**config.mk**
```make
export PLATFORM = sky130hd
export DESIGN_NAME = csim_acc
export DESIGN_NICKNAME = d
export VERILOG_FILES = /design/src/sv/csim_pkg.sv /design/src/sv/csim_acc.sv
export SDC_FILE = /design/constraint.sdc
export NUM_CORES = 2
export LEC_CHECK = 0
export BUFFER_PORTS_ARGS = -buffer_cell sky130_fd_sc_hd__clkbuf_2
export CAP_MARGIN = 25
export CORE_MARGIN = 1
export CORE_UTILIZATION = 53
export DETAILED_ROUTE_END_ITERATION = 10
export PLACE_DENSITY = 0.74
export SLEW_MARGIN = 15
export SYNTH_ARGS = -nofsm -noshare
export SYNTH_HDL_FRONTEND = slang
export SYNTH_SLANG_ARGS = --single-unit
export TNS_END_PERCENT = 50
```
**constraint.sdc**
```tcl
create_clock -name i_clk -period 6.68 [get_ports i_clk]
set_clock_uncertainty 0.15 [all_clocks]
set_input_delay 0.668 -clock i_clk [delete_from_list [all_inputs] [get_ports i_clk]]
set_output_delay 0.668 -clock i_clk [all_outputs]
set_load 0.03 [all_outputs]
```
**src/sv/csim_pkg.sv**
```systemverilog
// ----------------------------------------------------------------------------
// csim_pkg: shared constants and types for the cosine similarity stream
// widths of elements, accumulators, roots and the q1.15 result
// ----------------------------------------------------------------------------
`timescale 1ns / 1ps
`default_nettype none

package csim_pkg;

    localparam int ELEM_BITS     = 16;
    localparam int MAX_LEN       = 65536;
    localparam int OUT_FRAC_BITS = 15;

    localparam int ACC_W  = 48;
    localparam int PROD_W = 2 * ELEM_BITS;
    localparam int ROOT_W = ACC_W / 2;
    localparam int CNT_W  = 17;
    localparam int SIM_W  = OUT_FRAC_BITS + 1;
    localparam int DIST_W = OUT_FRAC_BITS + 2;

    localparam int SQ_CNT_W = $clog2(ROOT_W);
    localparam int DV_CNT_W = $clog2(OUT_FRAC_BITS);

    localparam logic [CNT_W-1:0] MAX_CNT   = CNT_W'(MAX_LEN);
    localparam logic [ACC_W-1:0] SQ_FIRST  = {2'b01, {(ACC_W-2){1'b0}}};
    localparam logic [SIM_W-1:0] ONE_Q     = {1'b1, {OUT_FRAC_BITS{1'b0}}};
    localparam logic [SIM_W-1:0] MAX_POS_Q = {1'b0, {OUT_FRAC_BITS{1'b1}}};

    // running sums and counters handed from the accumulator to the sequencer
    typedef struct packed {
        logic [ACC_W-1:0] dot;
        logic [ACC_W-1:0] norm_a;
        logic [ACC_W-1:0] norm_b;
        logic [CNT_W-1:0] count;
        logic             ovf;
    } t_acc_out;

endpackage

`default_nettype wire

```
**src/sv/csim_acc.sv**
```systemverilog
// ----------------------------------------------------------------------------
// csim_acc: dot product and squared norm accumulators
// one registered product stage, then a 48-bit add per pair
// ----------------------------------------------------------------------------
`timescale 1ns / 1ps
`default_nettype none

module csim_acc import csim_pkg::*; (
    input  wire logic                        i_clk,
    input  wire logic                        i_rst_n,
    input  wire logic                        i_take,
    input  wire logic                        i_clear,
    input  wire logic signed [ELEM_BITS-1:0] i_a,
    input  wire logic signed [ELEM_BITS-1:0] i_b,
    output t_acc_out                         o_acc
);

    logic signed [PROD_W-1:0] r_pab;
    logic signed [PROD_W-1:0] r_paa;
    logic signed [PROD_W-1:0] r_pbb;
    logic                     r_pvld;
    logic [ACC_W-1:0]         r_dot;
    logic [ACC_W-1:0]         r_na;
    logic [ACC_W-1:0]         r_nb;
    logic [CNT_W-1:0]         r_cnt;
    logic                     r_ovf;
    logic                     room;
    logic [ACC_W-1:0]         ext_ab;
    logic [ACC_W-1:0]         ext_aa;
    logic [ACC_W-1:0]         ext_bb;

    assign room   = r_cnt < MAX_CNT;
    assign ext_ab = {{(ACC_W-PROD_W){r_pab[PROD_W-1]}}, r_pab};
    assign ext_aa = {{(ACC_W-PROD_W){r_paa[PROD_W-1]}}, r_paa};
    assign ext_bb = {{(ACC_W-PROD_W){r_pbb[PROD_W-1]}}, r_pbb};

    // product stage
    always_ff @(posedge i_clk) begin
        if (i_take && room) begin
            r_pab <= i_a * i_b;
            r_paa <= i_a * i_a;
            r_pbb <= i_b * i_b;
        end
    end

    always_ff @(posedge i_clk) begin
        if (!i_rst_n || i_clear) begin
            r_pvld <= 1'b0;
            r_dot  <= '0;
            r_na   <= '0;
            r_nb   <= '0;
            r_cnt  <= '0;
            r_ovf  <= 1'b0;
        end else begin
            r_pvld <= i_take && room;
            if (i_take && room) begin
                r_cnt <= r_cnt + 1'b1;
            end
            if (i_take && !room) begin
                r_ovf <= 1'b1;
            end
            if (r_pvld) begin
                r_dot <= r_dot + ext_ab;
                r_na  <= r_na + ext_aa;
                r_nb  <= r_nb + ext_bb;
            end
        end
    end

    assign o_acc.dot    = r_dot;
    assign o_acc.norm_a = r_na;
    assign o_acc.norm_b = r_nb;
    assign o_acc.count  = r_cnt;
    assign o_acc.ovf    = r_ovf;

endmodule

`default_nettype wire

```
Word level (Yosys, flattened, before mapping)

Cells that the tools add are included.

Bits in registers: 259
Latch bits: 0
RAM bits: 0
Bits in read-only memories: 0
Input port bits: 36
Output and inout port bits: 162
Word-level logic and storage cells: 22
Memories kept: 0

Add/subtract/negate cells: 4
$mul: 3
Div/mod/pow operators: 0
Magnitude comparators: 1
Eq/ne operators: 0
Shift operators: 0
Muxes and demuxes: 0
Bitwise operators: 0
Reduce and logical (&&, ||, !) cells: 5

Operators by type and width:

| cell                                                            | number |
|---|---|
| 48-bit adder                                                    | 3 |
| 16-bit by 16-bit multiplier with 32-bit output                  | 3 |
| 17-bit by 1-bit adder with 17-bit output, second input constant | 1 |
| 17-bit < comparator, second input constant                      | 1 |
| 1-bit logical AND                                               | 2 |
| 1-bit logical NOT                                               | 2 |
| 1-bit logical OR                                                | 1 |

Longest topological paths before layout

Depth after elaboration: 3
Depth in mapped cells: 27
Gate-level depth less buffers: 25

Worst setup path after synthesis

Ideal clock, no wire load.

Path kind: in2reg
From: input i_a[1]
To: register r_paa[31] (data pin)
Setup time: 0.264 ns
Data arrival time: 6.552 ns
Data required time: 6.266 ns
Slack: -0.286 ns
Cell stages on the path: 22
Path buffers: 2
Cells stage by stage: clkbuf_1 > clkbuf_1 > and2_1 > fa_1 > fa_1 > fa_1 > fa_1 > fa_1 > inv_1 > fa_1 > inv_1 > ha_1 > a21o_1 > a21o_1 > a21o_1 > a21oi_1 > o31ai_1 > or3_1 > o21a_1 > a41o_1 > o41ai_2 > xnor2_1

Longest elaborated chain between the ends: 1

RTL lines:

| what                                           | line           | RTL |
|---|---|---|
| from (decl)                                    | csim_acc.sv:13 | `input wire logic signed [ELEM_BITS-1:0] i_a,` |
| 16-bit by 16-bit multiplier with 32-bit output | csim_acc.sv:41 | `r_paa <= i_a * i_a;` |
| to (signal assigned)                           | csim_acc.sv:41 |  |
| to (decl)                                      | csim_acc.sv:19 | `logic signed [PROD_W-1:0] r_paa;` |

No other way between the ends.
A chain may end at the register's enable or synchronous reset.

Worst setup path after layout

From: input i_a[9]
To: register r_pab[30] (data pin)

Longest elaborated chain between the ends: 1

RTL lines:

| what                                           | line           | RTL |
|---|---|---|
| 16-bit by 16-bit multiplier with 32-bit output | csim_acc.sv:40 | `r_pab <= i_a * i_b;` |
| to (signal assigned)                           | csim_acc.sv:40 |  |
| to (decl)                                      | csim_acc.sv:18 | `logic signed [PROD_W-1:0] r_pab;` |

No other way between the ends.

==> impl_metrics.yaml <==
outcome:
  outcome: "complete, no violations"
setup_path:
  startpoint: "i_a[9]"
  path_common_cell: "fa_1"
  crit_family: "adder cells"
  rr_endpoint: "r_dot[47]"
  arrival_ps: 6680
  cp_slowest_cell: "fa_1"
  crit_path_end: "r_pab[30]"
  path_buf_inv: 9
  path_max_fanout: 15
  critPathKind: "in2reg"
  endpoint_kind: "flop"
  cp.depth: 25
  r2r_cells: 11
  r2r-start: "r_pab[31]"
  r2r_slack_ps: 2720
  worstPathRequired_ps: 6940
  start_kind: "input port"
  critPathMaxStageDelay_ps: 530
logic_synthesis:
  synth_edf_count: 94
  synth.cell_area_um2: 43900
  post_synth_xor_area_fraction_pct: 4.71
  synth_seq_area_share_pct: 13.9
  synth-simple-area-share_pct: 13.2
  synth_ff_type: "dfxtp_1"
  synth_cell_types: 85
  avgSynthCellArea_um2: 9.07
  syn-num-nets: 6012
  async_flop_share_pct: 0
  synth_top_family_by_area: "adder cells"
  ys_seq_elements: 257
  synth_compound_area_share_pct: 11.2
  synth_adder_area_share_pct: 44.9
  synthesis.instances: 4840
  synth_mux_area_share_pct: 2.17
  synth_warnings: 0
global_routing:
  grt-ovfl-total: 0
  grt_util_all_layers_pct: 26.1
  grt_first_pass_wirelength_um: 179000
  grt_pass1_vias: 35700
  grt_max_degree: 84
  antenna_found_initial: 2
clock_network:
  cts_tree: "built"
  cts.htree.levels: 1
  clk_path_buf_depth: 3
  cts.clk_slew.worst_paths_ps: 60
  clockRootBuffer: "clkbuf_16"
  cts.sinks: 257
  worstSkewPairLatency_ps: 620
  numCtsBuffers: 31
  hold_buffers: 0
placement:
  dpl.cell_count: 6297
  port_buffers: 197
  dp_hpwl_um: 90000
  globalplace.congestion: 0.947
  placed_area_um2: 48500
finish:
  fin_cells: 6355
  final_common_cell: "inv_1"
  synthToLayoutAreaGrowth_pct: 13.1
  final_cell_mix: "inv_1 (978), fa_1 (725), ha_1 (405), nand2_1 (395), buf_4 (354)"
  diodes: 0
  fin_nets: 6432
  design_area_um2: 49700
  fillCellCount: 6996
  drive_above_1_share_pct: 13.1
route:
  wl_per_cell_um: 17.0
  via_per_inst: 5.43
  drt_iter0_drc: 2211
  totalWireLength_um: 108000
  num_vias: 34500
  final_antenna_net_count: 0
  firstDrtPassIters: 5
  drc: 0
min_path:
  worstHoldStart: "i_take"
  hp-class: "in2reg"
floorplanning:
  start_util_pct: 53.6
  die_y_um: 290
  design.portCount: 198
  rows: 105
  die_area_um2: 84000
  die_w_um: 290
  coreArea_um2: 82000
sta:
  post-route-period-util_pct: 96.2
  fmax_ghz: 0.156
  final_max_slew_viol_count: 0
  setup_viol: 0
  rsz0062_at_grt: "no"
  worst_slew_pin_slew_ps: 990
  period_needed_ps: 6420
  whs_ps: 163
  hold_violations: 0
  slew_headroom_pct: 34.0
job:
  drv_cap: 0
==> worst min path at each step <==
stage | depth (start not counted) | to
2_1_floorplan | 2 | r_ovf
3_3_place_gp | 2 | r_ovf
3_5_place_dp | 2 | r_ovf
4_1_cts | 3 | r_ovf
5_1_grt | 3 | r_ovf
6_report | 3 | r_ovf
==> final cells by class <==
class / count / area [µm²] / share of cell area (%)
clock inverters: 21 / 204 / 0.411
multi-input cells: 3420 / 33500 / 67.5
clock buffers: 37 / 882 / 1.78
well taps: 1070 / 1340 / 2.70
inverters: 984 / 3690 / 7.44
repair buffers: 566 / 3940 / 7.93
flip-flops and latches: 257 / 6090 / 12.3
==> synthesized netlist by cell type, types with 44 or more instances <==
| master | n | area (µm²) |
|---|---|---|
| a21o_1 | 146 | 1100 |
| a21oi_1 | 228 | 1140 |
| and2_1 | 206 | 1290 |
| clkbuf_1 | 160 | 601 |
| dfxtp_1 | 163 | 3260 |
| edfxtp_1 | 94 | 2820 |
| fa_1 | 730 | 14600 |
| ha_1 | 406 | 5080 |
| inv_1 | 980 | 3680 |
| mux2i_1 | 95 | 951 |
| nand2_1 | 395 | 1480 |
| nand3_1 | 86 | 430 |
| nor2_1 | 276 | 1040 |
| nor3_1 | 48 | 240 |
| o21ai_0 | 108 | 541 |
| o21bai_1 | 44 | 330 |
| xnor2_1 | 180 | 1580 |
| xor2_1 | 56 | 490 |
==> what timing repair did <==
action,in CTS,in global routing
endpoints found under the setup margin,0,6
setup buffers,0,0
resized for setup,0,6
==> routing by layer <==
layer  global-route usage, %  vias up  share of wire, %
met5                       0        -             0.012
met4                    6.75        2               2.4
met1                    35.9    17100                44
met2                    44.0      946                48
li1                        -    16300                 -
met3                    2.73      168               5.9
==> cell families after synthesis <==
| kind of cell | after synthesis |
|---|---|
| AND/OR/NAND/NOR | 1206 |
| buffers and inverters | 1163 |
| adder cells (fa/ha/maj) | 1136 |
| AO/OA/AOI/OAI | 747 |
| flip-flops | 257 |
| XOR/XNOR | 236 |
| multiplexers | 95 |
==> flip-flops by register name (all words and copies together), names as in the netlist, 17 cells and up <==
name,flops
r_cnt,17
r_paa,31
r_pab,32
r_na,48
r_pbb,31
r_dot,48
r_nb,48
==> stage by stage <==
| stage | utilization, % | worst slack [ps] | TNS (ps) |
|---|---|---|---|
| 2_1_floorplan | - | 4.89 | 0 |
| 3_3_place_gp | 59.2 | -274 | -2160 |
| 3_5_place_dp | 59.2 | -341 | -3920 |
| 4_1_cts | 60.5 | 238 | 0 |
| 5_1_grt | 60.6 | 10.8 | 0 |
| 6_report | 60.6 | 255 | 0 |
==> worst min-delay path, stage by stage <==
cell	delay (ps)
clkbuf_2	90
a21oi_1	60
nor2_1	70
Power is left out: the tool's default activity adds up to more than one toggle a clock period on the data nets, which glitch-free logic cannot reach.
