<file path="src/sv/csim_pkg.sv">
// ----------------------------------------------------------------------------
// csim_pkg: shared constants and types for the cosine similarity stream
// widths of elements, accumulators, roots and the q1.15 result
// ----------------------------------------------------------------------------
`timescale 1ns / 1ps
`default_nettype none

package csim_pkg;

    localparam int ELEM_BITS     = 16;
    localparam int MAX_LEN       = 65536;
    localparam int OUT_FRAC_BITS = 15;

    localparam int ACC_W  = 48;
    localparam int PROD_W = 2 * ELEM_BITS;
    localparam int ROOT_W = ACC_W / 2;
    localparam int CNT_W  = 17;
    localparam int SIM_W  = OUT_FRAC_BITS + 1;
    localparam int DIST_W = OUT_FRAC_BITS + 2;

    localparam int SQ_CNT_W = $clog2(ROOT_W);
    localparam int DV_CNT_W = $clog2(OUT_FRAC_BITS);

    localparam logic [CNT_W-1:0] MAX_CNT   = CNT_W'(MAX_LEN);
    localparam logic [ACC_W-1:0] SQ_FIRST  = {2'b01, {(ACC_W-2){1'b0}}};
    localparam logic [SIM_W-1:0] ONE_Q     = {1'b1, {OUT_FRAC_BITS{1'b0}}};
    localparam logic [SIM_W-1:0] MAX_POS_Q = {1'b0, {OUT_FRAC_BITS{1'b1}}};

    // running sums and counters handed from the accumulator to the sequencer
    typedef struct packed {
        logic [ACC_W-1:0] dot;
        logic [ACC_W-1:0] norm_a;
        logic [ACC_W-1:0] norm_b;
        logic [CNT_W-1:0] count;
        logic             ovf;
    } t_acc_out;

endpackage

`default_nettype wire

</file>
<file path="src/sv/csim_div.sv">
// ----------------------------------------------------------------------------
// csim_div: restoring fractional divider
// magnitude over root product, one quotient bit per cycle, with saturation
// ----------------------------------------------------------------------------
`timescale 1ns / 1ps
`default_nettype none

module csim_div import csim_pkg::*; (
    input  wire logic                     i_clk,
    input  wire logic                     i_rst_n,
    input  wire logic                     i_start,
    input  wire logic [ACC_W-1:0]         i_mag,
    input  wire logic [ACC_W-1:0]         i_den,
    output logic                          o_done,
    output logic                          o_sat,
    output logic [OUT_FRAC_BITS-1:0]      o_quo
);

    logic                     r_busy;
    logic                     r_done;
    logic [DV_CNT_W-1:0]      r_cnt;
    logic                     r_sat;
    logic [ACC_W-1:0]         r_rem;
    logic [ACC_W-1:0]         r_den;
    logic [OUT_FRAC_BITS-1:0] r_quo;
    logic                     over;
    logic [ACC_W:0]           shifted;
    logic [ACC_W:0]           diff;
    logic                     ge;

    assign over    = i_mag >= i_den;
    assign shifted = {r_rem, 1'b0};
    assign diff    = shifted - {1'b0, r_den};
    assign ge      = shifted >= {1'b0, r_den};

    always_ff @(posedge i_clk) begin
        if (!i_rst_n) begin
            r_busy <= 1'b0;
            r_done <= 1'b0;
            r_cnt  <= '0;
        end else begin
            r_done <= 1'b0;
            if (i_start) begin
                r_busy <= !over;
                r_done <= over;
                r_cnt  <= '0;
            end else if (r_busy) begin
                r_cnt <= r_cnt + 1'b1;
                if (r_cnt == DV_CNT_W'(OUT_FRAC_BITS - 1)) begin
                    r_busy <= 1'b0;
                    r_done <= 1'b1;
                end
            end
        end
    end

    always_ff @(posedge i_clk) begin
        if (i_start) begin
            r_sat <= over;
            r_rem <= i_mag;
            r_den <= i_den;
            r_quo <= '0;
        end else if (r_busy) begin
            r_rem <= ge ? diff[ACC_W-1:0] : shifted[ACC_W-1:0];
            r_quo <= {r_quo[OUT_FRAC_BITS-2:0], ge};
        end
    end

    assign o_done = r_done;
    assign o_sat  = r_sat;
    assign o_quo  = r_quo;

endmodule

`default_nettype wire

</file>
<file path="config.mk">
export PLATFORM = sky130hd
export DESIGN_NAME = csim_div
export DESIGN_NICKNAME = d
export VERILOG_FILES = /design/src/sv/csim_pkg.sv /design/src/sv/csim_div.sv
export SDC_FILE = /design/constraint.sdc
export NUM_CORES = 1
export LEC_CHECK = 0
export BUFFER_PORTS_ARGS = -buffer_cell sky130_fd_sc_hd__buf_2
export CORE_ASPECT_RATIO = 1.5
export CORE_MARGIN = 2
export CORE_UTILIZATION = 40
export CTS_CLUSTER_SIZE = 12
export DETAILED_ROUTE_END_ITERATION = 12
export PLACE_DENSITY = 0.68
export SYNTH_ARGS = -nofsm -noshare
export SYNTH_HDL_FRONTEND = slang
export SYNTH_SLANG_ARGS = --single-unit
</file>
<file path="constraint.sdc">
create_clock -name i_clk -period 4 [get_ports i_clk]
set_clock_uncertainty 0.15 [all_clocks]
set_input_delay 0.2 -clock i_clk [delete_from_list [all_inputs] [get_ports i_clk]]
set_output_delay 0.2 -clock i_clk [all_outputs]
set_load 0.005 [all_outputs]
</file>
### Yosys cells after proc, flatten, opt, wreduce, memory -nomap -nowiden

Cells that the tools add are included.

* output and inout bits: 17
* bits of input ports: 99
* bits in registers: 118
* logic and storage cells: 25

* bitwise operators: 1
* equality and inequality tests: 1
* reductions and logical operators: 3
* $add $sub $neg: 2
* $lt $le $gt $ge: 2
* muxes and demuxes: 9

Operator list (number)
* 2-to-1 mux 48 bit: 3
* greater-or-equal comparator 49 x 48 -> 1 bit: 1
* greater-or-equal comparator 48 bit: 1
* subtractor 48 bit: 1
* 2-to-1 mux 1 bit: 6
* adder 4 x 1 -> 4 bit (second input constant): 1
* equality test 4 bit (second input constant): 1
* nonzero test 2 bit: 1
* OR reduction 2 bit: 1
* zero test 1 bit: 1
* NOT 1 bit: 1

### Logic depth before layout (Yosys ltp)

Gate-level depths: netlist of the first run.

* word-level depth: 4
* depth in mapped cells: 15
* depth with buffers taken out: 12

### Worst setup path after synthesis of the first run

No wires, ideal clock.

* path kind: flip-flop to flip-flop
* start: reg r_rem[2]
* end: reg r_rem[3], data pin
* slack: 0.805 ns
* cell stages (with the launch flop): 14
* setup time: 0.270 ns
* buffers on the path: 2
* data arrival time: 2.774 ns
* period minus slack after synthesis: 3.195 ns
* data required time: 3.580 ns
* cells stage by stage: edfxtp_1 > ha_1 > a21o_1 > a21oi_2 > a21oi_2 > o211ai_2 > a31oi_4 > a31oi_4 > o21ai_4 > a311o_1 > buf_4 > buf_6 > mux2i_1 > a21oi_1

* cells in the longest elaborated chain, start to end: 4

RTL lines
* start: declaration: RTL line csim_div.sv:23 `logic [ACC_W-1:0] r_rem;`
* start signal: assignment: RTL line csim_div.sv:60 `r_rem <= i_mag;`
* start signal: assignment: RTL line csim_div.sv:64 `r_rem <= ge ? diff[ACC_W-1:0] : shifted[ACC_W-1:0];`
* subtractor 48 bit or greater-or-equal comparator 49 x 48 -> 1 bit (tied branches): RTL line csim_div.sv:33, csim_div.sv:34
* 2-to-1 mux 48 bit *: RTL line csim_div.sv:64
* 2-to-1 mux 48 bit *: RTL line csim_div.sv:63 `end else if (r_busy) begin`
* 2-to-1 mux 48 bit *: RTL line csim_div.sv:58 `if (i_start) begin`

Mark *: on every way between the ends. The rest lies on a longest branch, timed or not. The select of a mux whose other input is x is not followed.
A chain may end at the register's enable or synchronous reset.

### Final worst setup path of the first run

* start: reg r_rem[27]
* end: reg r_rem[1], data pin

* cells in the longest elaborated chain, start to end: 4

RTL lines
* greater-or-equal comparator 49 x 48 -> 1 bit: RTL line csim_div.sv:34 `assign ge = shifted >= {1'b0, r_den};`
* 2-to-1 mux 48 bit: RTL line csim_div.sv:64
* 2-to-1 mux 48 bit: RTL line csim_div.sv:63
* 2-to-1 mux 48 bit: RTL line csim_div.sv:58

No other way between the ends. The select of a mux whose other input is x is not followed.

==> reports/metrics.yaml, run 1 <==
clocking:
  clkTransAtPathRegs_ps: 60
  clock_sinks: 118
  postCtsSetupRepairBufs: 0
  clockBufferDepth: 2
  cts_hold_buffers: 87
  postCtsResizedCells: 0
  cts_root_buffer: "clkbuf_16"
  htree_num_levels: 4
  cts_tree: "done"
  clkLatencyLatePin_ps: 430
  cts_buffers: 17
yosys:
  yosys.area_share.adder_pct: 13.9
  async_flop_share_pct: 0
  ys_seq_elements: 118
  post-synth-top-area-cell: "edfxtp_1"
  synthSimpleGateAreaFrac_pct: 12.2
  syn_area_um2: 8950
  avgSynthCellArea_um2: 9.42
  yosysWarnings: 0
  synth_compound_area_share_pct: 19.8
  synth_top_area_share_pct: 32.5
  synth_cells: 950
  synth_flop_cell: "edfxtp_1"
  synth_top_family_by_area: "compound AO/OA/AOI/OAI gates"
  synth-edff-count: 97
  syn_nets: 1148
  ys_types: 75
  yosysSeqAreaShare_pct: 37.2
  synth_xor_area_share_pct: 4.30
  muxShareOfSynthArea_pct: 5.98
  synth_area_leaders: "edfxtp_1 33%, ha_1 14%, mux2i_1 5.8%"
floorplanning:
  fp.dieArea_um2: 23600
  num_io_pins: 116
  core_area_um2: 22100
  die_h_um: 187
  rows: 67
  start_util_pct: 40.5
  die_w_um: 126
pwr:
  power_density_nw_per_um2: 485
  p_leak_uw: 0.00528
  vdd_ir_drop_max_mv: 0.387
sta:
  rsz0062_at_grt: "no"
  finalSetupTns_ps: 0
  relSlewSlack_pct: 26.4
  hold_violations: 0
  worst_pin_slew_ps: 1100
  final-setup-viol-count: 0
  finalCritPeriodShare_pct: 94.7
  clock.fmax_ghz: 0.264
  min_period_ps: 3790
  maxSlewViolCount: 0
worst_setup_path:
  cp_max_fo: 15
  cp_slowest_stage_delay_ps: 800
  arrival_ps: 3820
  worstSetupStartpointType: "flop"
  path_buf_inv: 0
  end_kind: "flop"
  critPathKind: "reg2reg"
  path_cells: "ha_1, a21oi_4, o21ai_1, a221o_1, a21oi_1, o41ai_1, a31oi_4, o21ai_4, a311oi_4, mux2i_1, mux2_4"
  path_delay_family: "compound AO/OA/AOI/OAI gates"
  crit_path_top_delay_cell: "a311oi_4"
  crit_required_ps: 4030
outcome:
  status: "finished clean"
final_layout:
  fin_nets: 1349
  regArea_um2: 3330
  finalNonFillerCells: 1440
  layout-drive-gt1-share_pct: 15.6
  syn_to_final_growth_pct: 25.9
  fillers: 2058
  multi_input_area_um2: 5030
  antennaDiodeCount: 0
routing:
  first_iter_violations: 351
  drcViolationCount: 0
  wl_per_cell_um: 16.6
  dr.pass1.iters: 5
  vias: 7796
  via_per_inst: 5.41
  ant_nets: 0
  wirelength_um: 23900
placement:
  io_buffers: 115
  dpl.hpwl_um: 18100
  dpl.cell_count: 1321
  routabilityCongestion: 0.890
global_routing:
  grt_pass1_vias: 8107
  grt_overflow_total: 0
  grt_max_degree: 74
  grt_pass1_wl_um: 38500
  antenna_found_initial: 0
  track_usage_pct: 20.4
hold_path:
  hp-class: "in2reg"
run:
  cap_violations: 0
cells by family (layout without fill, tap and decap cells):
family	Yosys count	in the layout
buf+inv	142	356
xor+xnor	44	44
flops	118	118
simple gates	235	235
mux	53	53
fa+ha+maj	99	99
compound gates	259	259
flip-flops by register name, summed over array words and instances, names as in the netlist:
signal	cells
r_den	48
r_rem	48
o_done	1
r_cnt	4
o_sat	1
o_quo	15
r_busy	1
through the flow:
step	worst slack (ps)	area (um^2)	utilization [%]	hold slack (ps)	total power, uW
5_1_grt	24.9	11300	50.9	38.0	5780
3_3_place_gp	348	9800	44.3	243	3860
2_1_floorplan	805	8950	-	149	3330
6_report	212	11300	50.9	6.71	5460
3_5_place_dp	247	9800	44.3	244	3880
4_1_cts	201	11300	50.9	5.61	5490
power breakdown:
part	internal (uW)	switching, uW
Combinational	999	1310
Clock	924	597
Sequential	1550	81.7
layer usage:
metal | global-route usage, % | wire length [um]
met5 | 0 | 0
met4 | 11.5 | 1110
met3 | 3.46 | 916
met2 | 38.3 | 12800
met1 | 21.1 | 9060
synth_stat cells (4+ instances only):
cell / n
o31ai_1: 4
o21ai_0: 29
a221oi_1: 4
buf_6: 6
ha_1: 98
nand4_1: 19
nor3_1: 10
dfxtp_1: 21
nor4b_1: 4
o211ai_1: 7
o2111ai_1: 4
a21o_1: 44
and2_1: 4
clkbuf_1: 17
edfxtp_1: 97
and3_1: 5
a21oi_1: 90
mux2i_1: 52
buf_2: 4
o21bai_1: 7
nor2b_1: 8
a2bb2oi_1: 5
o21a_1: 8
nand2_1: 53
nor2_1: 93
inv_1: 111
a31oi_1: 4
xnor2_1: 21
a211oi_1: 9
xor2_1: 23
nand3_1: 20
o21ai_1: 7
layout make-up:
type,instances,share of cell area [%]
Clock buffer,21,4.56
Clock inverter,11,0.722
Inverter,111,3.70
Multi-Input combinational cell,690,44.7
Sequential cell,118,29.6
Tap cell,276,3.06
Timing Repair Buffer,213,13.7
path summary, 6_finish.rpt:
path,slack (ps),endpoint,depth (start not counted),start
min,7,r_rem[24],3,i_mag[24]
min reg2reg,350,o_quo[14],2,o_quo[14]
max,210,r_rem[1],11,r_rem[27]
max reg2reg,210,r_rem[1],11,r_rem[27]
worst min-delay path, delay by kind of cell:
kind | cells | cell delay (ps)
buf+inv | 1 | 110
compound gates | 1 | 100
simple gates | 1 | 50
layout by cell type, fill, tap and decap left out, types with 5 or more instances in the layout:
master	n
a211oi_1	9
a21o_1	44
a21oi_1	90
a2bb2oi_1	5
and3_1	5
buf_2	114
buf_4	11
clkbuf_16	20
dfxtp_1	21
dlygate4sd3_1	87
edfxtp_1	97
ha_1	98
inv_1	110
mux2i_1	52
nand2_1	53
nand3_1	20
nand4_1	19
nor2_1	93
nor2b_1	8
nor3_1	10
o211ai_1	7
o21a_1	8
o21ai_0	29
o21ai_1	7
o21bai_1	7
xnor2_1	21
xor2_1	23
Power figures use the tool's default switching activity.
==> run 2, diff against run 1 <==
BUFFER_PORTS_ARGS = -buffer_cell sky130_fd_sc_hd__clkbuf_2   (was -buffer_cell sky130_fd_sc_hd__buf_2)
HOLD_SLACK_MARGIN = 0.02   (was default)
clock period = 3.8 ns   (was 4 ns; I/O delays follow)
==> reports/metrics.yaml, run 2 (synthesis gave the netlist of run 1 again) <==
outcome:
  status: "finished clean"
worst_setup_path:
  path_delay_family: "simple AND/OR/NAND/NOR gates"
  crit_required_ps: 3840
  critPathKind: "reg2reg"
  path_cells: "ha_1, nand2_1, nor2_1, nor3_1, o21a_1, a31oi_4, a31oi_4, o21ai_4, a311oi_4, or4b_1, and3_1"
  cp_max_fo: 7
  end_kind: "flop"
  crit_path_top_delay_cell: "or4b_1"
  arrival_ps: 3580
  worstSetupStartpointType: "flop"
  path_buf_inv: 0
  cp_slowest_stage_delay_ps: 570
  crit_top_cell: "a31oi_4"
final_layout:
  final_cell_mix: "114 x clkbuf_2, 110 x inv_1, 98 x ha_1, 97 x edfxtp_1, 93 x nor2_1"
  layout-drive-gt1-share_pct: 15.8
  fin_nets: 1359
  syn_to_final_growth_pct: 27.1
  antennaDiodeCount: 0
  final_common_cell: "clkbuf_2"
  final_util_pct: 51.4
global_routing:
  met1_usage_pct: 21.4
  antenna_found_initial: 0
  track_usage_pct: 20.6
  grt_overflow_total: 0
  met3_usage_pct: 3.60
  grt.busiest_layer: "met2"
  grt_pass1_vias: 8182
  grt_pass1_wl_um: 39000
  met2_usage_pct: 38.8
  grt_max_degree: 68
routing:
  vias: 7814
  first_iter_violations: 408
  dr.pass1.iters: 7
  wl_per_cell_um: 16.6
  via_per_inst: 5.39
  drcViolationCount: 0
  wirelength_um: 24000
  ant_nets: 0
sta:
  finalCritPeriodShare_pct: 93.2
  worst_pin_slew_ps: 995
  hold_violations: 0
  clock.fmax_ghz: 0.282
  final-setup-viol-count: 0
  finalSetupTns_ps: 0
  relSlewSlack_pct: 33.5
  maxSlewViolCount: 0
  min_period_ps: 3540
  holdWs_ps: 34.4
  rsz0062_at_grt: "no"
placement:
  routabilityCongestion: 0.968
  io_buffers: 115
  dpl.hpwl_um: 18100
floorplanning:
  rows: 67
  die_w_um: 126
  num_io_pins: 116
  die_h_um: 187
  fp.dieArea_um2: 23600
  start_util_pct: 40.5
  core_area_um2: 22100
pwr:
  p_leak_uw: 0.00535
  vdd_ir_drop_max_mv: 0.384
  power_density_nw_per_um2: 513
clocking:
  clkTransAtPathRegs_ps: 60
  cts_root_buffer: "clkbuf_16"
  htree_num_levels: 4
  clockBufferDepth: 2
  clock_sinks: 118
  cts_tree: "done"
  clkLatencyLatePin_ps: 430
  cts_buffers: 17
hold_path:
  hp-class: "in2reg"
run:
  cap_violations: 0
run 2: stage by stage:
stage	instances	cell area (um^2)	worst slack, ps	power (uW)
after global placement	1325	9830	286	4060
after floorplan	950	8950	605	3510
final	1450	11400	259	5830
after CTS	1448	11400	163	5840
after global routing	1450	11400	38.1	6190
after detailed placement	1325	9830	197	4080
run 2: final timing paths:
kind                                 from        end  slack (ps)  cells after the start
worst max-delay path            r_rem[15]  r_rem[46]         260                     11
worst min-delay path            i_mag[24]  r_rem[24]          30                      3
worst max register to register  r_rem[15]  r_rem[46]         260                     11
worst min register to register  o_quo[14]  o_quo[14]         350                      2
run 2: area by class of cell:
type,instances,area [um^2]
sequential,118,3330
tap,276,345
clock buffer,28,603
clock inverter,4,21.3
timing repair buffer,223,1630
multi-input combinational,690,5030
fill,2101,10700
inverter,111,417
run 2: tightest hold or removal path, stage by stage:
cell and delay, ps:
clkbuf_2 120, nor2_1 50, a21oi_1 120
run 2: what timing repair did:
item	in CTS	in global routing
hold buffers	91	0
endpoints found under the setup margin	0	3
hold endpoints to repair	96	0
resized for setup	0	0
setup buffers	0	2
run 2: layer usage:
layer	vias to the layer above	share of wire, %
met5	-	0
li1	3865	-
met4	0	4.3
met3	60	3.6
met1	3686	39
met2	203	53
run 2: power by group:
group	internal [uW]	switching, uW
clock network	1080	586
logic	1070	1380
registers	1630	90.4
