`config.mk`:
```
export PLATFORM = sky130hd
export DESIGN_NAME = csim_sqrt
export DESIGN_NICKNAME = d
export VERILOG_FILES = /design/src/sv/csim_pkg.sv /design/src/sv/csim_sqrt.sv
export SDC_FILE = /design/constraint.sdc
export NUM_CORES = 1
export LEC_CHECK = 0
export BUFFER_PORTS_ARGS = -buffer_cell sky130_fd_sc_hd__buf_2
export CAP_MARGIN = 5
export CORE_MARGIN = 2
export CORE_UTILIZATION = 40
export CTS_CLUSTER_DIAMETER = 150
export DETAILED_ROUTE_END_ITERATION = 10
export SYNTH_ARGS = -nofsm -noshare
export SYNTH_HDL_FRONTEND = slang
export SYNTH_SLANG_ARGS = --single-unit
```
`constraint.sdc`:
```
create_clock -name i_clk -period 9.08 [get_ports i_clk]
set_input_delay 0.454 -clock i_clk [delete_from_list [all_inputs] [get_ports i_clk]]
set_output_delay 0.454 -clock i_clk [all_outputs]
set_load 0.1 [all_outputs]
```
`src/sv/csim_pkg.sv`:
```
// ----------------------------------------------------------------------------
// csim_pkg: shared constants and types for the cosine similarity stream
// widths of elements, accumulators, roots and the q1.15 result
// ----------------------------------------------------------------------------
`timescale 1ns / 1ps
`default_nettype none

package csim_pkg;

    localparam int ELEM_BITS     = 16;
    localparam int MAX_LEN       = 65536;
    localparam int OUT_FRAC_BITS = 15;

    localparam int ACC_W  = 48;
    localparam int PROD_W = 2 * ELEM_BITS;
    localparam int ROOT_W = ACC_W / 2;
    localparam int CNT_W  = 17;
    localparam int SIM_W  = OUT_FRAC_BITS + 1;
    localparam int DIST_W = OUT_FRAC_BITS + 2;

    localparam int SQ_CNT_W = $clog2(ROOT_W);
    localparam int DV_CNT_W = $clog2(OUT_FRAC_BITS);

    localparam logic [CNT_W-1:0] MAX_CNT   = CNT_W'(MAX_LEN);
    localparam logic [ACC_W-1:0] SQ_FIRST  = {2'b01, {(ACC_W-2){1'b0}}};
    localparam logic [SIM_W-1:0] ONE_Q     = {1'b1, {OUT_FRAC_BITS{1'b0}}};
    localparam logic [SIM_W-1:0] MAX_POS_Q = {1'b0, {OUT_FRAC_BITS{1'b1}}};

    // running sums and counters handed from the accumulator to the sequencer
    typedef struct packed {
        logic [ACC_W-1:0] dot;
        logic [ACC_W-1:0] norm_a;
        logic [ACC_W-1:0] norm_b;
        logic [CNT_W-1:0] count;
        logic             ovf;
    } t_acc_out;

endpackage

`default_nettype wire

```
`src/sv/csim_sqrt.sv`:
```
// ----------------------------------------------------------------------------
// csim_sqrt: iterative floor square root of a 48-bit value
// one result bit per cycle, shared by both norms
// ----------------------------------------------------------------------------
`timescale 1ns / 1ps
`default_nettype none

module csim_sqrt import csim_pkg::*; (
    input  wire logic              i_clk,
    input  wire logic              i_rst_n,
    input  wire logic              i_start,
    input  wire logic [ACC_W-1:0]  i_x,
    output logic                   o_done,
    output logic [ROOT_W-1:0]      o_root
);

    logic                r_busy;
    logic                r_done;
    logic [SQ_CNT_W-1:0] r_cnt;
    logic [ACC_W-1:0]    r_x;
    logic [ACC_W-1:0]    r_res;
    logic [ACC_W-1:0]    r_bit;
    logic [ACC_W-1:0]    trial;
    logic                fits;

    assign trial = r_res + r_bit;
    assign fits  = r_x >= trial;

    always_ff @(posedge i_clk) begin
        if (!i_rst_n) begin
            r_busy <= 1'b0;
            r_done <= 1'b0;
            r_cnt  <= '0;
        end else begin
            r_done <= 1'b0;
            if (i_start) begin
                r_busy <= 1'b1;
                r_cnt  <= '0;
            end else if (r_busy) begin
                r_cnt <= r_cnt + 1'b1;
                if (r_cnt == SQ_CNT_W'(ROOT_W - 1)) begin
                    r_busy <= 1'b0;
                    r_done <= 1'b1;
                end
            end
        end
    end

    always_ff @(posedge i_clk) begin
        if (i_start) begin
            r_x   <= i_x;
            r_res <= '0;
            r_bit <= SQ_FIRST;
        end else if (r_busy) begin
            if (fits) begin
                r_x   <= r_x - trial;
                r_res <= (r_res >> 1) + r_bit;
            end else begin
                r_res <= r_res >> 1;
            end
            r_bit <= r_bit >> 2;
        end
    end

    assign o_done = r_done;
    assign o_root = r_res[ROOT_W-1:0];

endmodule

`default_nettype wire

```
After elaboration in Yosys (flattened, before gate mapping)
Index checks and enable logic that the tools add are counted.

$add $sub $neg: 4. Multipliers: 0. Div/mod/pow operators: 0. Magnitude comparators: 1. Eq/ne operators: 1. Shift-type cells: 0. Muxes and demuxes: 8. Bitwise gates (word level): 2. Reduce and logical (&&, ||, !) cells: 5.

Operators by type and width (count): two-way mux 48 bit (4); adder 47 x 47 -> 48 bit (1); adder 48 x 47 -> 48 bit (1); >= comparator 48 bit (1); subtractor 48 bit (1); adder 5 x 1 -> 5 bit (second input constant) (1); equality test 5 bit (second input constant) (1); two-way mux 1 bit (4); nonzero test 2 bit (2); OR reduction 3 bit (1); NOT 1 bit (2); AND reduction 2 bit (1); OR reduction 2 bit (1).

Register bits after elaboration: 127. Bits in latches: 0. RAM bits: 0. Bits in read-only memories: 0. Input port bits: 51. Output and inout bits: 25. Logic and storage cells: 27. Memories: 0.

Logic depth before layout (Yosys ltp)
Gate-level depths: netlist of the first run.

Depth after elaboration: 5. Mapped depth: 21.

Least setup slack after synthesis of the first run
Ideal clock, no wire load.

Kind: register to register. Start: reg r_res[4]. End: reg r_x[0], enable pin. Library setup time: 0.406 ns. Data arrival time: 5.077 ns. Required time: 8.674 ns. Slack: 3.596 ns. Cell stages (with the launch flop): 21. Buffers on the path: 2. Clock period less this slack: 5.484 ns. Cell sequence: dfxtp_1 > ha_1 > nand2_1 > or4_4 > a2111oi_4 > o21bai_1 > a211oi_2 > nor2_1 > o21ai_1 > xnor2_1 > ha_1 > clkbuf_2 > nand4_1 > nor4_2 > and4b_1 > nor3_1 > and3_1 > buf_2 > nand2_4 > nand2_1 > nand2_1.

Cells in the longest elaborated chain, start to end: 4.

RTL lines: start: declaration (line csim_sqrt.sv:21) `logic [ACC_W-1:0] r_res;`; start signal: assignment (line csim_sqrt.sv:57) `r_res <= (r_res >> 1) + r_bit;`; start signal: assignment (line csim_sqrt.sv:59) `r_res <= r_res >> 1;`; adder 48 x 47 -> 48 bit (line csim_sqrt.sv:26) `assign trial = r_res + r_bit;`; >= comparator 48 bit (line csim_sqrt.sv:27) `assign fits = r_x >= trial;`; nonzero test 2 bit (no source line); AND reduction 2 bit (no source line); end signal: assignment (line csim_sqrt.sv:51) `r_x <= i_x;`; end signal: assignment (line csim_sqrt.sv:56) `r_x <= r_x - trial;`; end: declaration (line csim_sqrt.sv:20) `logic [ACC_W-1:0] r_x;`.

Every way passes these cells. A chain may end at the register's enable or synchronous reset.

Worst setup path after layout of the first run
Start: reg r_res[6]. End: reg r_x[0], enable pin.

Same word-level chain as after synthesis.

==> impl_results.md, run 1 <==
* Status: completed
* Final wirelength at 35600 µm
* CP delay by family, top: simple AND/OR/NAND/NOR gates
* Final min period at 6.03 ns
* Synthesis-stage register bit count at 127
* Worst Path Max Fanout at 48
* I/O Buffers at 75
* Crit-path cells: ha_1 -> nand4_1 -> o31ai_1 -> a211o_1 -> a211oi_1 -> o31ai_1 -> a31oi_1 -> nor2b_1 -> xnor2_1 -> ha_1 -> nand4_1 -> nor4_2 -> and4b_1 -> nor3_1 -> and3_1 -> nand2_4 -> nand2_1 -> nand2_2 -> buf_4
* NetSw at 1.45 mW
* Initial DRT Pass Iterations at 5
* Peak VDD IR at 154 µV
* Final WS setup at 3.05 ns
* Clock share of power at 22.5%
* Row count at 63
* Critical path required time at 9.15 ns
* Post-synth EDFFs at 48
* Num ports at 76
* Slew HR at 35.2%
* Fmax at 0.166 GHz
* CTS tree: built
* Post-Route M1 WL at 17200 µm
* Final Hold Viols at 0
* Synthesized Nets at 1671
* DR DRC count at 0
* Initial Util at 40.6%
* CP max stage delay at 0.60 ns
* Critical path endpoint category: flop
* Final setup violation count at 0
* Vias in the first global route at 10600
* Cts repair resizes at 0
* H-tree levels at 4
* Area growth from synthesis to layout at 8.45%
* Top FF cell, synth: dfxtp_1
* Antenna cell count at 0
* Leakage Power at 5.06 nW
* CTS Sinks at 127
* Max cap viols at 0
* Clock root cell: clkbuf_16
* Core ar. at 29600 µm²
* CTS Buffer Depth at 2
* Max Slew Vio Count at 0
* Global placement routability congestion at 0.924
* Met2 wire len at 16100 µm
* Worst-margin pin slew at 0.973 ns
* Cells after synthesis at 1520
* Critical path arrival at 6.10 ns
* Gr usage total at 22.7%
* Fraction of the cycle the final worst path needs at 66.4%
* Worst-path clk slew at 0.07 ns
* Die ar. at 31400 µm²
* Initial drt markers at 1011
* Mapped Area at 12000 µm²
* Internal power at 1.77 mW
* Top cell type by total area after synthesis: dfxtp_1
* Top-area cell type share of the netlist area at 13.2%
* Postcts setup bufs at 0
* DR top layer: met4
* Grt ovf at 0
* Die Wd at 177 µm
* Pwr Density at 247 nW/µm²
* Logic pwr share at 51.5%
* DR WL/cell at 18.5 µm
* Worst-Skew Late Latency at 0.44 ns
* Net Sw Frac at 45.1%
* Dpl hpwl at 26400 µm
* Nets at 1674
* Via density at 5.92
* Worst clock skew at 0.0115 ns
* Vias post-DR at 11400
* Netlist cell types at 94
* Synth warn at 0
* Min-delay worst type: input port to flop
* Layout cells sized above 1 at 10.3%
* WL met3 at 1640 µm
* Initial antenna violation count at 0
* CTS buffer count at 17
* RSZ-0062 raised after global routing: no
* Async SR Flop Fraction at 0%
* Cts hold-fix bufs at 0
* Setup TNS at 0 ns
* First-pass GRT wire length at 56700 µm
* CP Class: flop to flop
* Largest net degree at the start of global routing at 84
* Dpl ws at 3.05 ns
* Register share of total power at 26.0%
* Fillers at 3059
* Die H at 177 µm
* Top cells by area, synth: dfxtp_1, edfxtp_1, ha_1
* Seq/Total Area, Yosys at 25.2%
* Worst Path Buf+Inv at 1
* Setup crit start kind: flop
* CP max-delay cell: o31ai_1
* Syn_area_per_cell at 7.89 µm²
* Antenna-violating nets left at 0
==> layout by cell type (no fill, tap or decap), types with 21 or more instances in the layout <==
cell type / Yosys / routed
edfxtp_1: 48 / 48
a21o_1: 37 / 37
nand3_1: 26 / 26
xnor2_1: 47 / 47
a21oi_1: 94 / 94
nor3_1: 23 / 23
xor2_1: 57 / 57
nand4_1: 32 / 32
nor2_1: 147 / 147
ha_1: 99 / 99
a211oi_1: 21 / 21
buf_2: 19 / 74
dfxtp_1: 79 / 78
a31oi_1: 42 / 42
inv_1: 36 / 36
nand2_1: 184 / 183
a311oi_1: 24 / 24
o21ai_0: 112 / 112
mux2i_1: 33 / 33
==> power by group through the flow <==
stage / sequential, mW / clock [mW] / combinational [mW]
after floorplan: 0.796 / 0 / 1.34
after global placement: 0.847 / 0 / 1.62
after detailed placement: 0.848 / 0 / 1.63
after CTS: 0.836 / 0.732 / 1.64
after global routing: 0.850 / 0.749 / 1.84
final: 0.837 / 0.723 / 1.66
==> cell type report <==
type | count | area, µm² | area share (%)
Inverter | 37 | 139 | 1.07
Clock buffer | 21 | 503 | 3.87
Timing Repair Buffer | 79 | 408 | 3.14
Clock inverter | 11 | 98.8 | 0.760
Sequential cell | 127 | 3030 | 23.3
Multi-Input combinational cell | 1261 | 8340 | 64.1
Tap cell | 390 | 488 | 3.75
==> logic make-up after synthesis <==
kind of cell,after synthesis,synth area share [%]
simple gates,544,21.8
compound gates,476,26.5
buf+inv,132,5.25
flops,127,25.2
xor+xnor,104,7.60
fa+ha+maj,100,10.5
mux,37,3.13
==> registers in the layout (all words and copies together) (netlist names) <==
| signal | count |
|---|---|
| r_res | 48 |
| r_x | 48 |
| r_bit | 24 |
| r_cnt | 5 |
| o_done | 1 |
| r_busy | 1 |
==> routing by layer <==
| metal | vias to the layer above | GRT usage, % |
|---|---|---|
| li1 | 5642 | - |
| met1 | 5406 | 32.2 |
| met2 | 311 | 36.5 |
| met3 | 35 | 2.53 |
| met4 | 0 | 5.85 |
| met5 | - | 0 |
==> worst paths after layout <==
kind / from / endpoint / slack [ns] / cells past startpoint
setup / recovery: r_res[6] / r_x[0] / 3.05 / 19
hold / removal: i_rst_n / r_busy / 0.26 / 2
setup reg to reg: r_res[6] / r_x[0] / 3.05 / 19
hold reg to reg: r_res[0] / r_res[0] / 0.50 / 2
==> stage by stage <==
stage | instances | utilization, % | power, mW | hold WS [ns] | area, µm²
3_5_place_dp | 1894 | 42.0 | 2.48 | 0.498 | 12400
3_3_place_gp | 1894 | 42.0 | 2.46 | 0.495 | 12400
6_report | 1926 | 44.0 | 3.22 | 0.260 | 13000
2_1_floorplan | 1520 | - | 2.14 | 0.467 | 12000
5_1_grt | 1926 | 44.0 | 3.44 | 0.268 | 13000
4_1_cts | 1926 | 44.0 | 3.21 | 0.249 | 13000
==> synthesized netlist by cell type (24+ instances only) <==
cell type	number
a21o_1	37
a21oi_1	94
a311oi_1	24
a31oi_1	42
buf_4	25
clkbuf_1	42
dfxtp_1	79
edfxtp_1	48
ha_1	99
inv_1	36
mux2i_1	33
nand2_1	184
nand3_1	26
nand4_1	32
nor2_1	147
o21ai_0	112
xnor2_1	47
xor2_1	57
Note: power is estimated with default switching activity, not from simulation.
==> run 2, diff against run 1 <==
==> constraint.sdc (replaced) <==
create_clock -name i_clk -period 5.04 [get_ports i_clk]
set_input_delay 0.252 -clock i_clk [delete_from_list [all_inputs] [get_ports i_clk]]
set_output_delay 0.252 -clock i_clk [all_outputs]
set_load 0.1 [all_outputs]
==> run 2 against run 1 <==
Clock skew is 0.0056 ns higher. Power rose by 99%. Clock power grew 73%. Cell area up 9.6%. Combinational power is 120% higher. Utilization is 4.2 points higher. Largest cell class unchanged.
==> impl_results.md, run 2 (synthesis gave the netlist of run 1 again) <==
* Status: completed
* Worst Setup SP: r_res[8]
* Clock root cell: clkbuf_16
* Num ports at 76 (unchanged)
* Min-delay worst type: input port to flop
* Dpl ws at -0.00583 ns (-3.06 ns)
* Hold slack at 0.0578 ns (-0.202 ns)
* Slew HR at 30.0% (-5.1 points)
* Reg2reg start: r_res[8]
* Gr usage total at 24.1% (+1.4 points)
* Logic pwr share at 57.5% (+6.0 points)
* Worst Hold Launch: i_rst_n
* Worst-margin pin slew at 1.05 ns (+0.0772 ns)
* CTS Buffer Depth at 2 (unchanged)
* RSZ-0062 raised after global routing: yes
* Dpl cell area at 13000 µm² (+4.8%)
* Biggest registers after layout: r_res (48), r_x (48), r_bit (24)
* Critical path arrival at 5.24 ns (-0.86 ns)
* Initial drt markers at 982 (-2.9%)
* Layout cells sized above 1 at 18.8% (+8.5 points)
* Initial Util at 40.6% (unchanged)
* Worst clock skew at 0.0171 ns (+0.00564 ns)
* CTS buffer count at 17 (unchanged)
* Pwr Density at 450 nW/µm² (+82%)
* H-tree levels at 4 (unchanged)
* CTS Sinks at 127 (unchanged)
* Dpl hpwl at 28300 µm (+7.1%)
* Cts hold-fix bufs at 0 (unchanged)
* Internal power at 3.53 mW (+100%)
* Fillers at 2907 (-5.0%)
* Largest net degree at the start of global routing at 91 (+8.3%)
* NetSw at 2.88 mW (+99%)
* Fmax at 0.203 GHz (+23%)
* Grt ovf at 0 (unchanged)
* Vias post-DR at 12000 (+5.4%)
* Net Sw Frac at 45.0% (-0.14 points)
* Die H at 177 µm (unchanged)
* I/O Buffers at 75 (unchanged)
* Final min period at 4.92 ns (-1.11 ns)
* Via density at 5.94 (+0.33%)
* Worst-path clk slew at 0.07 ns (about the same)
* Nets at 1772 (+5.9%)
* Final wirelength at 39200 µm (+10%)
* Critical path endpoint category: flop
* Leakage Power at 5.63 nW (+11%)
* Clock share of power at 19.5% (-3.0 points)
* CTS tree: built
* Die Wd at 177 µm (unchanged)
* Fraction of the cycle the final worst path needs at 97.6% (+31 points)
* Die ar. at 31400 µm² (unchanged)
* Antenna-violating nets left at 0 (unchanged)
* CP Class: flop to flop
* Most frequent cells in the layout: nand2_1, nor2_1, o21ai_0
* DR WL/cell at 19.4 µm (+5.0%)
* Final WS setup at 0.122 ns (-2.93 ns)
* Critical path required time at 5.36 ns (-3.79 ns)
* Final Cell Area at 14300 µm² (+9.6%)
* R2R Setup Slk at 0.12 ns (-2.93 ns)
* Core ar. at 29600 µm² (unchanged)
* Register share of total power at 23.0% (-3.0 points)
* Global placement routability congestion at 0.944 (+2.2%)
* Max Slew Vio Count at 0 (unchanged)
* Initial DRT Pass Iterations at 5 (unchanged)
* Initial antenna violation count at 0 (unchanged)
* Worst Path Max Fanout at 7 (-85%)
* Peak VDD IR at 248 µV (+61%)
* Max cap viols at 0 (unchanged)
* Final Non-Filler Cells at 2024 (+5.1%)
* Antenna cell count at 0 (unchanged)
* Row count at 63 (unchanged)
* Setup TNS at 0 ns (unchanged)
* Final Hold Viols at 0 (unchanged)
* Area growth from synthesis to layout at 18.9%
* Setup crit start kind: flop
* Most common cell after layout, fill and taps aside: nand2_1
* DR DRC count at 0 (unchanged)
* Vias in the first global route at 11100 (+4.8%)
* Final setup violation count at 0 (unchanged)
* First-pass GRT wire length at 59800 µm (+5.5%)
* # placed instances at 1967 (+3.9%)
* Worst-Skew Late Latency at 0.43 ns (about the same)
## run 2: changes by cell type in the layout (fill, tap and decap cells not counted), sizes merged
cell / change
bufinv: -1
buf: +93
clkinvlp: +1
clkbuf: +3
inv: +2
## run 2: worst paths after layout
kind / end / depth (start not counted)
setup / recovery: r_res[11] / 20
hold / removal: r_busy / 2
setup reg to reg: r_res[11] / 20
hold reg to reg: o_done / 2
## run 2: area by class of cell
class / count / area (µm²) / area share (%)
inverters: 37 / 139 / 0.974
multi-input cells: 1261 / 8710 / 61.1
clock inverters: 13 / 98.8 / 0.693
repair buffers: 177 / 1310 / 9.20
flip-flops and latches: 127 / 3030 / 21.3
well taps: 390 / 488 / 3.42
clock buffers: 19 / 475 / 3.34
## run 2: metrics by stage
step,utilization (%),power [mW]
6_report,48.2,6.41
5_1_grt,48.2,6.81
4_1_cts,46.0,5.98
3_5_place_dp,44.0,4.71
3_3_place_gp,44.0,4.67
2_1_floorplan,-,3.85
## run 2: what timing repair did
action	4_1_cts	5_1_grt
pin swaps	3	47
cloned	0	10
setup endpoints to repair	15	114
setup buffers	1	15
resized for setup	6	69
## run 2: power by group through the flow
stage	combinational [mW]	clock, mW	sequential [mW]
after detailed placement	3.23	0	1.48
after global placement	3.19	0	1.48
after global routing	4.02	1.30	1.49
after floorplan	2.42	0	1.43
after CTS	3.26	1.26	1.46
final	3.69	1.25	1.47
## run 2: worst max-delay path, stage by stage (launching register included)
cell	delay, ns
dfxtp_2	0.34
ha_4	0.30
nand2_2	0.05
or4_4	0.55
a2111oi_4	0.40
o21bai_2	0.14
a211oi_2	0.31
o21ai_2	0.13
buf_4	0.15
xor2_1	0.14
ha_1	0.33
nand4_1	0.17
nor4_2	0.36
and4b_1	0.27
nor3_2	0.07
nand3_4	0.10
nor2_4	0.05
buf_12	0.14
clkbuf_16	0.16
or3_1	0.34
a311oi_1	0.27
## run 2: per-layer routing
layer | vias to the layer above | track usage [%] | part of all wire (%)
met3 | 59 | 2.66 | 6.0
met2 | 452 | 37.5 | 44
met1 | 5651 | 35.2 | 47
met4 | 0 | 6.47 | 2.0
met5 | - | 0 | 0
li1 | 5851 | - | -
==> run 3, diff against run 2 <==
==> constraint.sdc (replaced) <==
create_clock -name i_clk -period 5.04 [get_ports i_clk]
set_input_delay 0.504 -clock i_clk [delete_from_list [all_inputs] [get_ports i_clk]]
set_output_delay 0.504 -clock i_clk [all_outputs]
set_load 0.1 [all_outputs]
==> run 3 against run 2 <==
Register-to-register slack worse by 0.07 ns. Global-route usage grew 0.17 points. Non-clock buffer count is the same. Cell area rose by 0.68%. Count of clock-buffer cells in the layout rose by 3. Utilization is 0.33 points higher. Sequential share of layout area is 0.084 points lower. Via count is 0.20% lower. First-iteration DRC count up 6.3%. Critical endpoint is now r_res[5]. Largest cell class unchanged.
==> impl_results.md, run 3 (synthesis gave the netlist of run 1 again) <==
* Status: completed
* Final min period at 4.99 ns (+0.0678 ns)
* NetSw at 2.87 mW (-0.33%)
* Core ar. at 29600 µm² (unchanged)
* Antenna cell count at 0 (unchanged)
* Worst clock skew at 0.0145 ns (-0.00264 ns)
* Worst-path clk slew at 0.06 ns (about the same)
* Leakage Power at 5.66 nW (+0.47%)
* Vias in the first global route at 11200 (+0.54%)
* Critical path required time at 5.38 ns (+0.02 ns)
* CTS Buffer Depth at 2 (unchanged)
* Logic pwr share at 58.1% (+0.6 points)
* Nets at 1772 (unchanged)
* H-tree levels at 4 (unchanged)
* Global placement routability congestion at 0.924 (-2.0%)
* Final wirelength at 39600 µm (+0.98%)
* Initial Util at 40.6% (unchanged)
* CTS tree: built
* Cts hold-fix bufs at 0 (unchanged)
* CP max-delay cell: or4_4
* RSZ-0062 raised after global routing: yes
* DR top layer: met4
* Worst-margin pin slew at 1.11 ns (+0.0581 ns)
* CP max stage delay at 0.49 ns (-0.06 ns)
* DR WL/cell at 19.6 µm (+0.98%)
* Dpl ws at -0.0447 ns (-0.0389 ns)
* CTS Sinks at 127 (unchanged)
* Crit-path cells: ha_4 -> a31oi_1 -> or4_4 -> a2111oi_4 -> o21bai_2 -> a211oi_2 -> nor2_2 -> o21bai_1 -> xnor2_1 -> ha_1 -> a21o_1 -> a31oi_4 -> nor2_2 -> o31ai_1 -> buf_4 -> nand3_4 -> nor2_4 -> clkbuf_16 -> o21ai_1 -> a311oi_2
* FF-to-FF End: r_res[5]
* Area growth from synthesis to layout at 19.7%
* R2R Setup Slk at 0.05 ns (-0.07 ns)
* Die H at 177 µm (unchanged)
* Final setup violation count at 0 (unchanged)
* Slew HR at 26.1% (-3.9 points)
* Setup crit start kind: flop
* Fraction of the cycle the final worst path needs at 98.9% (+1.3 points)
* Setup TNS at 0 ns (unchanged)
* Die ar. at 31400 µm² (unchanged)
* Most frequent cells in the layout: nand2_1, nor2_1, o21ai_0
* Reg2Reg Depth at 20 (unchanged)
* CP Class: flop to flop
* Row count at 63 (unchanged)
* I/O Buffers at 75 (unchanged)
* CTS buffer count at 17 (unchanged)
* Gr usage total at 24.3% (+0.17 points)
* Max cap viols at 0 (unchanged)
* Dpl hpwl at 28300 µm (about the same)
* Critical path arrival at 5.33 ns (+0.09 ns)
* WHS Path Cells at 2 (unchanged)
* Fmax at 0.201 GHz (-1.4%)
* WL met3 at 2280 µm (-4.0%)
* Peak VDD IR at 236 µV (-5.1%)
* Net Sw Frac at 44.7% (-0.24 points)
* Vias post-DR at 12000 (-0.20%)
* Die Wd at 177 µm (unchanged)
* Clock root cell: clkbuf_16
* Layout cells sized above 1 at 19.9% (+1.1 points)
* Initial antenna violation count at 0 (unchanged)
* Fillers at 2960 (+1.8%)
* Reg2reg start: r_bit[2]
* Final Hold Viols at 0 (unchanged)
* Worst Hold Launch: i_rst_n
* Most common cell after layout, fill and taps aside: nand2_1
* Worst Path Max Fanout at 7 (unchanged)
* Final Non-Filler Cells at 2024 (unchanged)
* Biggest registers after layout: r_res (48), r_x (48), r_bit (24)
* DR DRC count at 0 (unchanged)
* Worst-Skew Late Latency at 0.44 ns (about the same)
* Grt ovf at 0 (unchanged)
* First-pass GRT wire length at 60300 µm (+0.85%)
* Initial DRT Pass Iterations at 5 (unchanged)
* Clock share of power at 18.9% (-0.6 points)
* Pwr Density at 447 nW/µm² (-0.48%)
* Via density at 5.92 (-0.20%)
* Num ports at 76 (unchanged)
* Hold Path End: r_busy
* Largest net degree at the start of global routing at 89 (-2.2%)
* Post-Route M1 WL at 18700 µm (+0.57%)
* Internal power at 3.55 mW (+0.64%)
* Fin util at 48.6% (+0.33 points)
* Dpl cell area at 13000 µm² (+0.19%)
* Final WS setup at 0.0542 ns (-0.0678 ns)
* Most numerous cell on the critical path: nor2_2
* Min-delay worst type: input port to flop
* Initial drt markers at 1044 (+6.3%)
* Critical path endpoint category: flop
* Met2 wire len at 17800 µm (+1.9%)
* Antenna-violating nets left at 0 (unchanged)
* Final Cell Area at 14400 µm² (+0.68%)
* Max Slew Vio Count at 0 (unchanged)
* # placed instances at 1967 (unchanged)
* Register share of total power at 23.0% (about the same)
run 3: worst max-delay path, delay by kind of cell, from the launching register on:
kind                       cells  cell delay [ns]
AOI/OAI and AO/OA             10             2.24
xor gates and xnor gates       1             0.11
DFF                            1             0.33
adders and majority gates      2             0.66
buffers and inverters          2             0.44
and+or+nand+nor                5             1.09
run 3: worst max-delay path by stage:
| stage | startpoint | to | slack, ns |
|---|---|---|---|
| detailed placement | r_bit[0] | r_res[15] | -0.04 |
| global route | r_bit[2] | r_res[25] | -0.16 |
| finish | r_bit[2] | r_res[5] | 0.05 |
| global placement | r_res[0] | r_res[21] | 0.02 |
| CTS | r_res[0] | r_res[15] | 0.04 |
| floorplan | r_res[4] | r_x[0] | 0.22 |
run 3: layout make-up:
cell class	instances	area (µm²)	share of cell area [%]
Tap cell	390	488	3.40
Timing Repair Buffer	177	1360	9.49
Clock inverter	10	87.6	0.610
Clock buffer	22	464	3.23
Sequential cell	127	3040	21.2
Inverter	37	139	0.968
Multi-Input combinational cell	1261	8770	61.1
run 3: power groups by stage:
stage	Combinational [mW]	Sequential (mW)	Clock, mW
floorplan	2.42	1.43	0
global route	4.06	1.49	1.27
finish	3.73	1.48	1.21
CTS	3.29	1.46	1.22
global placement	3.25	1.48	0
detailed placement	3.26	1.48	0
run 3: per-stage QoR:
step | hold slack, ns | power (mW)
2_1_floorplan | 0.467 | 3.85
3_3_place_gp | 0.482 | 4.73
3_5_place_dp | 0.487 | 4.75
4_1_cts | 0.298 | 5.98
5_1_grt | 0.330 | 6.82
6_report | 0.307 | 6.42
run 3: layer usage:
layer / GRT usage, % / up-vias
met1: 34.9 / 5685
met4: 6.51 / 0
met2: 37.9 / 399
met5: 0 / -
li1: - / 5852
met3: 3.29 / 53
run 3: what timing repair did:
action | in CTS | in global routing
setup endpoints to repair | 54 | 114
pin swaps | 0 | 53
resized for setup | 1 | 109
buffers inserted | 0 | 15
gates cloned | 0 | 10
